--- src/rtl/core/smp_pkg.sv ---
// Package for the smallest missing positive block.
// Holds field widths, the default set bound and the controller state type.
// No dependencies.
`default_nettype none

package smp_pkg;

    localparam int VALUE_W       = 16;
    localparam int MISSING_W     = 11;
    localparam int MAX_COUNT_DEF = 1024;

    typedef enum logic [1:0] {
        ST_INIT,
        ST_LOAD,
        ST_SWEEP,
        ST_EMIT
    } state_t;

endpackage

`default_nettype wire

--- src/rtl/core/smp_if.sv ---
// Valid/ready channel interfaces for the element stream and the result stream.
// Depends on smp_pkg for the field widths.
`default_nettype none

interface smp_item_if
    import smp_pkg::*;
();
    logic               valid;
    logic               ready;
    logic [VALUE_W-1:0] value;
    logic               last;

    modport source (output valid, output value, output last, input ready);
    modport sink   (input valid, input value, input last, output ready);
endinterface

interface smp_result_if
    import smp_pkg::*;
();
    logic                 valid;
    logic                 ready;
    logic [MISSING_W-1:0] missing;

    modport source (output valid, output missing, input ready);
    modport sink   (input valid, input missing, output ready);
endinterface

`default_nettype wire

--- src/rtl/core/smallest_missing_positive.sv ---
// Top level of the smallest missing positive block.
// Depends on smp_pkg, smp_if, smp_bitmap and smp_ctrl.
//
// Elements stream in one per cycle while the controller is loading; each value in
// 1..MAX_COUNT+1 sets its bit in a one-bit presence memory and every element is
// counted, saturating at MAX_COUNT. On the element flagged last the controller
// sweeps the memory from entry 1 to MAX_COUNT+1 through its single read port,
// one entry per cycle, picking the first clear bit at or below count+1 and
// writing each entry back to zero behind the read. The result waits in an
// output register while the next set loads. After reset a clearing pass
// writes entries 1 to MAX_COUNT+1 to zero before the first transfer is
// accepted.
`default_nettype none

module smallest_missing_positive
    import smp_pkg::*;
#(
    parameter int MAX_COUNT = MAX_COUNT_DEF
) (
    input  wire logic     clk,
    input  wire logic     rst_n,
    smp_item_if.sink      items,
    smp_result_if.source  results
);

    localparam int DEPTH = MAX_COUNT + 2;
    localparam int AW    = $clog2(DEPTH);

    logic          mem_we;
    logic [AW-1:0] mem_waddr;
    logic          mem_wdata;
    logic          mem_re;
    logic [AW-1:0] mem_raddr;
    logic          mem_rdata;

    smp_ctrl #(
        .MAX_COUNT (MAX_COUNT),
        .AW        (AW)
    ) u_ctrl (
        .clk       (clk),
        .rst_n     (rst_n),
        .items     (items),
        .results   (results),
        .mem_we    (mem_we),
        .mem_waddr (mem_waddr),
        .mem_wdata (mem_wdata),
        .mem_re    (mem_re),
        .mem_raddr (mem_raddr),
        .mem_rdata (mem_rdata)
    );

    smp_bitmap #(
        .DEPTH (DEPTH),
        .AW    (AW)
    ) u_bitmap (
        .clk     (clk),
        .wr_en   (mem_we),
        .wr_addr (mem_waddr),
        .wr_data (mem_wdata),
        .rd_en   (mem_re),
        .rd_addr (mem_raddr),
        .rd_data (mem_rdata)
    );

endmodule

`default_nettype wire

--- src/rtl/core/smp_bitmap.sv ---
// Presence bitmap: one-bit synchronous memory, one write and one read port.
// Read data is registered. No dependencies beyond smp_pkg.
`default_nettype none

module smp_bitmap
    import smp_pkg::*;
#(
    parameter int DEPTH = MAX_COUNT_DEF + 2,
    parameter int AW    = $clog2(DEPTH)
) (
    input  wire logic          clk,
    input  wire logic          wr_en,
    input  wire logic [AW-1:0] wr_addr,
    input  wire logic          wr_data,
    input  wire logic          rd_en,
    input  wire logic [AW-1:0] rd_addr,
    output logic               rd_data
);

    logic mem [DEPTH];

    always_ff @(posedge clk)
    begin
        if (wr_en)
        begin
            mem[wr_addr] <= wr_data;
        end
    end

    always_ff @(posedge clk)
    begin
        if (rd_en)
        begin
            rd_data <= mem[rd_addr];
        end
    end

endmodule

`default_nettype wire

--- src/rtl/core/smp_ctrl.sv ---
// Controller: clears the bitmap after reset, sets bitmap bits on load, then sweeps
// the bitmap to find the answer and clear it. Depends on smp_pkg and the channel interfaces.
`default_nettype none

module smp_ctrl
    import smp_pkg::*;
#(
    parameter int MAX_COUNT = MAX_COUNT_DEF,
    parameter int AW        = $clog2(MAX_COUNT + 2)
) (
    input  wire logic          clk,
    input  wire logic          rst_n,
    smp_item_if.sink           items,
    smp_result_if.source       results,
    output logic               mem_we,
    output logic [AW-1:0]      mem_waddr,
    output logic               mem_wdata,
    output logic               mem_re,
    output logic [AW-1:0]      mem_raddr,
    input  wire logic          mem_rdata
);

    localparam int CW = $clog2(MAX_COUNT + 1);
    localparam logic [AW-1:0] LAST_ADDR  = AW'(MAX_COUNT + 1);
    localparam logic [AW-1:0] FIRST_ADDR = AW'(1);
    localparam logic [CW-1:0] COUNT_MAX  = CW'(MAX_COUNT);

    state_t               state_reg, state_next;
    logic [AW-1:0]        addr_reg, addr_next;
    logic                 issued_reg, issued_next;
    logic                 pend_reg, pend_next;
    logic [AW-1:0]        pend_addr_reg, pend_addr_next;
    logic [CW-1:0]        count_reg, count_next;
    logic [AW-1:0]        limit_reg, limit_next;
    logic                 found_reg, found_next;
    logic [AW-1:0]        miss_reg, miss_next;
    logic                 out_valid_reg, out_valid_next;
    logic [MISSING_W-1:0] out_missing_reg, out_missing_next;

    logic                    take;
    logic                    emit;
    logic                    in_range;
    logic [AW+VALUE_W-1:0]   value_ext;
    logic [CW-1:0]           count_inc;
    logic [MISSING_W+AW-1:0] miss_ext;

    assign take      = items.valid && items.ready;
    assign emit      = (state_reg == ST_EMIT) && (!out_valid_reg || results.ready);
    assign value_ext = (AW + VALUE_W)'(items.value);
    assign in_range  = (items.value != '0) &&
                       (32'(items.value) <= 32'(MAX_COUNT) + 32'd1);
    assign count_inc = (count_reg == COUNT_MAX) ? count_reg : count_reg + CW'(1);
    assign miss_ext  = (MISSING_W + AW)'(miss_reg);

    // Next state
    always_comb
    begin
        state_next = state_reg;
        case (state_reg)
            ST_INIT:
            begin
                if (addr_reg == LAST_ADDR)
                begin
                    state_next = ST_LOAD;
                end
            end
            ST_LOAD:
            begin
                if (take && items.last)
                begin
                    state_next = ST_SWEEP;
                end
            end
            ST_SWEEP:
            begin
                if (pend_reg && pend_addr_reg == LAST_ADDR)
                begin
                    state_next = ST_EMIT;
                end
            end
            ST_EMIT:
            begin
                if (emit)
                begin
                    state_next = ST_LOAD;
                end
            end
            default:
            begin
                state_next = ST_INIT;
            end
        endcase
    end

    // Outputs
    always_comb
    begin
        items.ready = 1'b0;
        mem_we      = 1'b0;
        mem_waddr   = addr_reg;
        mem_wdata   = 1'b0;
        mem_re      = 1'b0;
        mem_raddr   = addr_reg;
        case (state_reg)
            ST_INIT:
            begin
                mem_we = 1'b1;
            end
            ST_LOAD:
            begin
                items.ready = 1'b1;
                mem_we      = take && in_range;
                mem_waddr   = value_ext[AW-1:0];
                mem_wdata   = 1'b1;
            end
            ST_SWEEP:
            begin
                mem_re    = !issued_reg;
                mem_we    = pend_reg;
                mem_waddr = pend_addr_reg;
            end
            ST_EMIT:
            begin
                mem_we = 1'b0;
            end
            default:
            begin
                mem_we = 1'b0;
            end
        endcase
    end

    // Datapath
    always_comb
    begin
        addr_next        = addr_reg;
        issued_next      = issued_reg;
        pend_next        = 1'b0;
        pend_addr_next   = pend_addr_reg;
        count_next       = count_reg;
        limit_next       = limit_reg;
        found_next       = found_reg;
        miss_next        = miss_reg;
        out_valid_next   = out_valid_reg && !results.ready;
        out_missing_next = out_missing_reg;
        case (state_reg)
            ST_INIT:
            begin
                addr_next = (addr_reg == LAST_ADDR) ? FIRST_ADDR : addr_reg + AW'(1);
            end
            ST_LOAD:
            begin
                if (take)
                begin
                    count_next = count_inc;
                    if (items.last)
                    begin
                        limit_next  = AW'(count_inc) + AW'(1);
                        addr_next   = FIRST_ADDR;
                        issued_next = 1'b0;
                        found_next  = 1'b0;
                    end
                end
            end
            ST_SWEEP:
            begin
                if (!issued_reg)
                begin
                    pend_next      = 1'b1;
                    pend_addr_next = addr_reg;
                    if (addr_reg == LAST_ADDR)
                    begin
                        issued_next = 1'b1;
                    end
                    else
                    begin
                        addr_next = addr_reg + AW'(1);
                    end
                end
                if (pend_reg && !found_reg && (!mem_rdata || pend_addr_reg == limit_reg))
                begin
                    found_next = 1'b1;
                    miss_next  = pend_addr_reg;
                end
            end
            ST_EMIT:
            begin
                if (emit)
                begin
                    out_valid_next   = 1'b1;
                    out_missing_next = miss_ext[MISSING_W-1:0];
                    count_next       = '0;
                end
            end
            default:
            begin
                pend_next = 1'b0;
            end
        endcase
    end

    always_ff @(posedge clk or negedge rst_n)
    begin
        if (!rst_n)
        begin
            state_reg     <= ST_INIT;
            addr_reg      <= FIRST_ADDR;
            issued_reg    <= 1'b0;
            pend_reg      <= 1'b0;
            count_reg     <= '0;
            found_reg     <= 1'b0;
            out_valid_reg <= 1'b0;
        end
        else
        begin
            state_reg     <= state_next;
            addr_reg      <= addr_next;
            issued_reg    <= issued_next;
            pend_reg      <= pend_next;
            count_reg     <= count_next;
            found_reg     <= found_next;
            out_valid_reg <= out_valid_next;
        end
    end

    always_ff @(posedge clk)
    begin
        pend_addr_reg   <= pend_addr_next;
        limit_reg       <= limit_next;
        miss_reg        <= miss_next;
        out_missing_reg <= out_missing_next;
    end

    assign results.valid   = out_valid_reg;
    assign results.missing = out_missing_reg;

    // Clear write and sweep read never touch the same entry.
    assert property (@(posedge clk) disable iff (!rst_n)
        (mem_we && mem_re) |-> (mem_waddr != mem_raddr))
        else $error("bitmap read and write collide");

    // Sweep ends only after the answer is known.
    assert property (@(posedge clk) disable iff (!rst_n)
        (state_reg == ST_EMIT) |-> (found_reg && miss_reg != '0 && miss_reg <= limit_reg))
        else $error("sweep ended without a valid answer");

    // Element count saturates at the set bound.
    assert property (@(posedge clk) disable iff (!rst_n)
        32'(count_reg) <= 32'(MAX_COUNT))
        else $error("element count overflow");

    // A waiting result is never overwritten.
    assert property (@(posedge clk) disable iff (!rst_n)
        (out_valid_reg && !results.ready) |=> (out_valid_reg && $stable(out_missing_reg)))
        else $error("pending result lost");

endmodule

`default_nettype wire

--- src/flat_wrapper.sv ---
// flat-port wrapper written by rule: the top's interface ports become plain ports
module smallest_missing_positive_flat import smp_pkg::*;
#(
    parameter int MAX_COUNT = MAX_COUNT_DEF
)
  (clk, rst_n, items_valid, items_value, items_last, items_ready, results_valid, results_missing, results_ready);
  smp_item_if items_i ();
  smp_result_if results_i ();
  input  wire logic clk;
  input  wire logic rst_n;
  input wire logic [$bits(items_i.valid)-1:0] items_valid;
  input wire logic [$bits(items_i.value)-1:0] items_value;
  input wire logic [$bits(items_i.last)-1:0] items_last;
  output wire logic [$bits(items_i.ready)-1:0] items_ready;
  output wire logic [$bits(results_i.valid)-1:0] results_valid;
  output wire logic [$bits(results_i.missing)-1:0] results_missing;
  input wire logic [$bits(results_i.ready)-1:0] results_ready;
  assign items_i.valid = items_valid;
  assign items_i.value = items_value;
  assign items_i.last = items_last;
  assign items_ready = items_i.ready;
  assign results_valid = results_i.valid;
  assign results_missing = results_i.missing;
  assign results_i.ready = results_ready;
  smallest_missing_positive #(.MAX_COUNT(MAX_COUNT)) u_core (.clk(clk), .rst_n(rst_n), .items(items_i), .results(results_i));
endmodule
--- config.mk ---
export PLATFORM = sky130hd
export DESIGN_NAME = smallest_missing_positive_flat
export DESIGN_NICKNAME = d
export VERILOG_FILES = /design/src/rtl/core/smp_pkg.sv /design/src/rtl/core/smp_if.sv /design/src/rtl/core/smallest_missing_positive.sv /design/src/rtl/core/smp_bitmap.sv /design/src/rtl/core/smp_ctrl.sv /design/src/flat_wrapper.sv
export SDC_FILE = /design/constraint.sdc
export NUM_CORES = 2
export LEC_CHECK = 0
export BUFFER_PORTS_ARGS = -buffer_cell sky130_fd_sc_hd__buf_2
export CAP_MARGIN = 10
export CORE_MARGIN = 2
export CORE_UTILIZATION = 40
export CTS_CLUSTER_DIAMETER = 80
export DETAILED_ROUTE_END_ITERATION = 6
export PLACE_DENSITY = 0.64
export SLEW_MARGIN = 10
export SYNTH_ARGS = -nofsm -noshare
export SYNTH_HDL_FRONTEND = slang
export SYNTH_SLANG_ARGS = --single-unit
--- constraint.sdc ---
create_clock -name clk -period 18.5 [get_ports clk]
set_input_delay 0.925 -clock clk [delete_from_list [all_inputs] [get_ports clk]]
set_output_delay 0.925 -clock clk [all_outputs]
set_load 0.005 [all_outputs]
# --- Yosys cells after proc, flatten, opt, wreduce, memory -nomap -nowiden ---
# Memory sizes are Yosys's and may differ from the RTL's. A register that Yosys moved wholly into a read port is not among the register bits.
# Index checks and enable logic that the tools add are counted.
totals:
  input_bits: 21
  memories: 1
  ram_bits: 1026
  word_cells: 95
  out_inout_bits: 13
  reg_bits: 72
  latchBits: 0
  romBits: 0
memory_table:
  columns: ["memory", "words", "word_bits", "read_ports", "rd_clocked_by_memory_dff", "write_ports", "line_no", "source"]
  rows:
  - ["u_core.u_bitmap.mem", 1026, 1, 1, 1, 1, "smp_bitmap.sv:20", "logic mem [DEPTH];"]
op_classes:
  reduce_logical: 30
  order_cmp: 1
  n_mul: 0
  n_shift: 0
  add_sub_neg: 3
  eq_ne: 16
  n_div: 0
  bitwise_logic: 1
  mux: 32
op_table:
  columns: ["op", "count"]
  rows:
  - ["$mux W11", 8]
  - ["$pmux W11 S2", 2]
  - ["$add A11 B1 Y11 const B", 3]
  - ["$eq A11 B11 Y1 const B", 3]
  - ["$pmux W11 S3", 1]
  - ["$ne A2 B2 Y1 const B", 9]
  - ["$le A16 B11 Y1 const B", 1]
  - ["$reduce_bool A16 Y1", 1]
  - ["$mux W1", 13]
  - ["$eq A11 B11 Y1", 1]
  - ["$logic_and A1 B1 Y1", 9]
  - ["$reduce_and A3 Y1", 3]
  - ["$mux W2", 4]
  - ["$pmux W2 S4", 1]
  - ["$reduce_and A4 Y1", 2]
  - ["$reduce_and A2 Y1", 3]
  - ["$logic_not A1 Y1", 5]
  - ["$reduce_and A5 Y1", 1]
  - ["$eq A2 B2 Y1 const B", 2]
  - ["$pmux W1 S2", 2]
  - ["$pmux W1 S4", 1]
  - ["$reduce_bool A2 Y1", 2]
  - ["$reduce_bool A3 Y1", 1]
  - ["$eq A2 B1 Y1 const B", 1]
  - ["other kinds (3)", 4]

# --- Logic depth before layout (Yosys ltp) ---
logic_depth:
  ltp_word: 7
  depth_mapped: 14
  depth_no_buf: 10

# --- Cells and area by module ---
# A second synthesis with hierarchy kept.
unflattened:
  cells_unflattened: 3535
  area_unflattened_um2: 48725.5
modules_own_cells:
  columns: ["mod", "cells_each", "area_each_um2", "n_inst", "seq_area_each_um2"]
  rows:
  - ["smp_bitmap", 3189, 44946.9, 1, 30839.6]
  - ["smp_ctrl", 346, 3778.6, 1, 2023.2]

# --- Least setup slack after synthesis ---
# Ideal clock, no wire load.
synth_path:
  path_kind: "flip-flop to flip-flop"
  startpoint: "register u_core.u_ctrl.state_reg[1]"
  endpoint: "memory u_core.u_bitmap.mem[0] (data pin)"
  t_arrival_ns: 13.506
  required_time_ns: 15.595
  slack_ns: 2.089
  setup_time_ns: 2.905
  path_buffers: 0
  synth_period_minus_slack_ns: 16.411
  stages_incl_launch_ff: 3
  path_cell_list: "dfrtp_1 inv_1 ha_1"
synth_between:
  elab_chain_len: 2
synth_lines:
  columns: ["item", "line_no", "source"]
  rows:
  - ["start: declaration", "smp_ctrl.sv:28", "state_t state_reg, state_next;"]
  - ["start signal: assignment", "smp_ctrl.sv:216", "state_reg <= state_next;"]
  - ["$eq A2 B1 Y1", null, null]
  - ["$mux W1", null, null]
  - ["named net items_ready", "flat_wrapper.sv:14", "output wire logic [$bits(items_i.ready)-1:0] items_ready;"]
  - ["end: declaration", "smp_bitmap.sv:20", null]
# The timed path passes the listed nets, and every way through them passes these cells.

# --- Worst setup path after layout ---
layout_path:
  startpoint: "register u_core.u_ctrl.state_reg[1]"
  endpoint: "memory u_core.u_bitmap.mem[216] (data pin)"
layout_between:
  elab_chain_len: 2
layout_lines:
  columns: ["item", "line_no", "source"]
  rows:
  - ["$eq A2 B1 Y1", "smp_ctrl.sv:104", "case (state_reg)"]
  - ["$mux W1", "smp_ctrl.sv:104", null]
# No other way between the ends.

==> out/metrics.cfg <==
[clock_network]
clock_tree.root_cell=sky130_fd_sc_hd__clkbuf_16
post_cts_hold_buffer_count=0
cts_resized=0
clkSinkCount=1099
numCtsBuffers=112
tritoncts=built
worst_skew_pair.late_latency_ps=710
cts.clk_slew.worst_paths_ps=60
cts_setup_buffers=0
htree_num_levels=3
maximum_buffer_depth_of_the_clock_tree=3

[synthesis]
synth_ff_type=sky130_fd_sc_hd__edfxtp_1
syn-cell-area_sq_mm=0.0482
synth_edf_count=1071
netlist-cell-type-count=60
postSynthAreaPerCell_sq_um=14.2
synthesis.nets=3431
netlist_instances=3399
synth_sequential_area_ratio_pct=68.2
postSynth.asyncResetShare_pct=2.55
yosys_warns=0
synth_top_area_share_pct=66.8
synth_top_area_cell=sky130_fd_sc_hd__edfxtp_1
synth.top_cells.by_area=sky130_fd_sc_hd__edfxtp_1, sky130_fd_sc_hd__mux4_2, sky130_fd_sc_hd__nor2_1
ys_seq_elements=1099

[sta]
worst_clock_skew_ps=29.9
hold_slack_ps=276
final-setup-viol-count=0
max_freq_mhz=187
grt_setup_unrepaired=no
slew-limit-headroom_pct=18.6
final_hold_violating_endpoints=0
timing.final.ws_setup_ps=13150
maxSlewViolCount=0
fin_crit_ps=5350
final_min_period_over_clock_period_pct=28.9
timing_worst_slew_pin_value_ps=1220
fin_setup_tns_ps=0

[pwr]
overall_power_consumption_mw=7.66
power_density_mw_per_mm2=144
ir_drop_mv=0.113
total_leakage_power_nw=15.8

[finish]
regMostFlops=u_core.u_bitmap.mem
largest_register_ffs=1026
area_growth_pct=10.6
drive_gt1_share_pct=16.5
layout.filler_cells=10500
finalInstanceArea_sq_mm=0.0533
multi_input_area_sq_mm=0.0140
num_antenna_cells=0
finalNetCount=3338
ff_latch_area_sq_mm=0.0329

[floorplanning]
die-height_microns=351
die_w_microns=351
floorplan.initialDensity_pct=40.3
top_level_ports=34
floorplan.core_area_sq_mm=0.120
placementRows=127
design.die.area_sq_mm=0.123

[detailed_routing]
drt_first_iter_violations=3957
route.vias.total=28900
top_metal_used=met4
dr_wl_met3_mm=13.7
detailroute.wirelength.met2_mm=60.7
drt-met1-wl_mm=52.0
avgViaCountPerCell=5.77
route.detailed.drc=0
drt_first_pass_iters=5
drt_wl_total_mm=130
antenna_violating_nets_post_route=0
drt_wl_cell_microns=25.9

[place]
placed_area_sq_mm=0.0496
hpwlAfterDp_mm=66.4
dpl_worst_slack_ps=12990
gp_congestion=0.862
port_buffers=33

[run]
drv_cap=0

[grt]
track_usage_pct=21.0
global_route.overflow_total=0
grt_start_max_net_pins=261
antenna_found_initial=1
grt_pass1_wl_mm=188
first_global_vias=27800

[setup_path]
cp.arrival_ps=5700
critical_path.endpoint_type=flop
setup.worst_path.start_class=flop
critical_path_required_ps=18850
critical_path_fanouts_max=260
critical_path_class=reg2reg

[run_status]
run_status=completed

[min_path]
holdCritPathClass=in2async

## power breakdown
part	internal [mW]	leakage [nW]	switching [mW]
Combinational	0.650	3.92	1.48
Sequential	3.20	10.1	0.0616
Clock	1.29	1.77	0.973
## cells by family after synthesis
family	count (synthesis)	synth area share, %
AND/OR/NAND/NOR	1382	11.4
flip-flops	1099	68.2
multiplexers	361	13.8
buffers and inverters	323	3.09
AO/OA/AOI/OAI	194	2.72
XOR/XNOR	29	0.527
adder cells (fa/ha/maj)	11	0.286
## layout make-up
type                       instances  share of cell area [%]
clock inverter                    73                    1.40
clock buffer                     133                    5.45
timing repair buffer             102                    1.36
inverter                          14                  0.0986
tap                             1612                    3.79
multi-input combinational       1977                    26.2
sequential                      1099                    61.7
## worst max-delay path, cell delays in order, from the launching register on
cell	delay, ps
sky130_fd_sc_hd__dfrtp_1	410
sky130_fd_sc_hd__inv_1	160
sky130_fd_sc_hd__ha_4	650
sky130_fd_sc_hd__buf_4	800
sky130_fd_sc_hd__buf_4	920
sky130_fd_sc_hd__buf_12	650
sky130_fd_sc_hd__buf_4	990
## worst paths after layout
kind | slack (ps) | startpoint | cells after the start | endpoint
max reg2reg | 13150 | u_core.u_ctrl.state_reg[1] | 6 | u_core.u_bitmap.mem[216]
max | 13150 | u_core.u_ctrl.state_reg[1] | 6 | u_core.u_bitmap.mem[216]
min reg2reg | 420 | u_core.u_ctrl.miss_reg[5] | 0 | u_core.u_ctrl.results.missing[5]
max in group asynchronous | 17690 | rst_n | 1 | u_core.u_ctrl.mem_raddr[1]
min in group clk | 420 | u_core.u_ctrl.miss_reg[5] | 0 | u_core.u_ctrl.results.missing[5]
min | 280 | rst_n | 1 | u_core.u_ctrl.count_reg[2]
## placed cells by master, fill, tap and decap left out, types with 10 or more instances in the layout
master	Yosys	layout
sky130_fd_sc_hd__nand2_2	0	23
sky130_fd_sc_hd__mux4_2	242	242
sky130_fd_sc_hd__clkbuf_1	208	20
sky130_fd_sc_hd__buf_2	60	33
sky130_fd_sc_hd__a31oi_1	10	10
sky130_fd_sc_hd__inv_1	14	13
sky130_fd_sc_hd__a211oi_1	11	11
sky130_fd_sc_hd__nand2b_1	12	12
sky130_fd_sc_hd__nand3_1	28	27
sky130_fd_sc_hd__buf_4	10	65
sky130_fd_sc_hd__o21ai_0	37	37
sky130_fd_sc_hd__o31ai_1	14	14
sky130_fd_sc_hd__nand2_1	171	141
sky130_fd_sc_hd__nand4_1	10	10
sky130_fd_sc_hd__clkinv_1	0	22
sky130_fd_sc_hd__xnor2_1	11	11
sky130_fd_sc_hd__ha_1	11	10
sky130_fd_sc_hd__xor2_1	18	18
sky130_fd_sc_hd__a22oi_1	23	23
sky130_fd_sc_hd__bufinv_16	0	12
sky130_fd_sc_hd__nor2_1	1084	1083
sky130_fd_sc_hd__clkinv_2	0	21
sky130_fd_sc_hd__dfrtp_1	27	23
sky130_fd_sc_hd__nor3_1	23	23
sky130_fd_sc_hd__clkbuf_16	0	113
sky130_fd_sc_hd__nor2b_1	17	17
sky130_fd_sc_hd__edfxtp_1	1071	1071
sky130_fd_sc_hd__a21oi_1	35	35
sky130_fd_sc_hd__mux2i_1	112	112
## layer usage
layer	vias up	global-route usage [%]
li1	12200	-
met1	15100	29.7
met2	1417	33.2
met3	206	3.90
met4	0	5.70
met5	-	0
## cells in the mapped netlist (22+ instances only)
library cell / number
sky130_fd_sc_hd__edfxtp_1: 1071
sky130_fd_sc_hd__nor3_1: 23
sky130_fd_sc_hd__nand2_1: 171
sky130_fd_sc_hd__clkbuf_1: 208
sky130_fd_sc_hd__mux4_2: 242
sky130_fd_sc_hd__mux2i_1: 112
sky130_fd_sc_hd__a22oi_1: 23
sky130_fd_sc_hd__o21ai_0: 37
sky130_fd_sc_hd__dfrtp_1: 27
sky130_fd_sc_hd__nand3_1: 28
sky130_fd_sc_hd__a21oi_1: 35
sky130_fd_sc_hd__nor2_1: 1084
sky130_fd_sc_hd__buf_2: 60
sky130_fd_sc_hd__buf_6: 22
## per-stage QoR
stage / cells / utilization (%)
6_report: 5010 / 44.5
5_1_grt: 5010 / 44.5
4_1_cts: 5009 / 44.5
3_5_place_dp: 4803 / 41.5
3_3_place_gp: 4803 / 41.5
2_1_floorplan: 3399 / -
(Power assumes the default switching activity.)
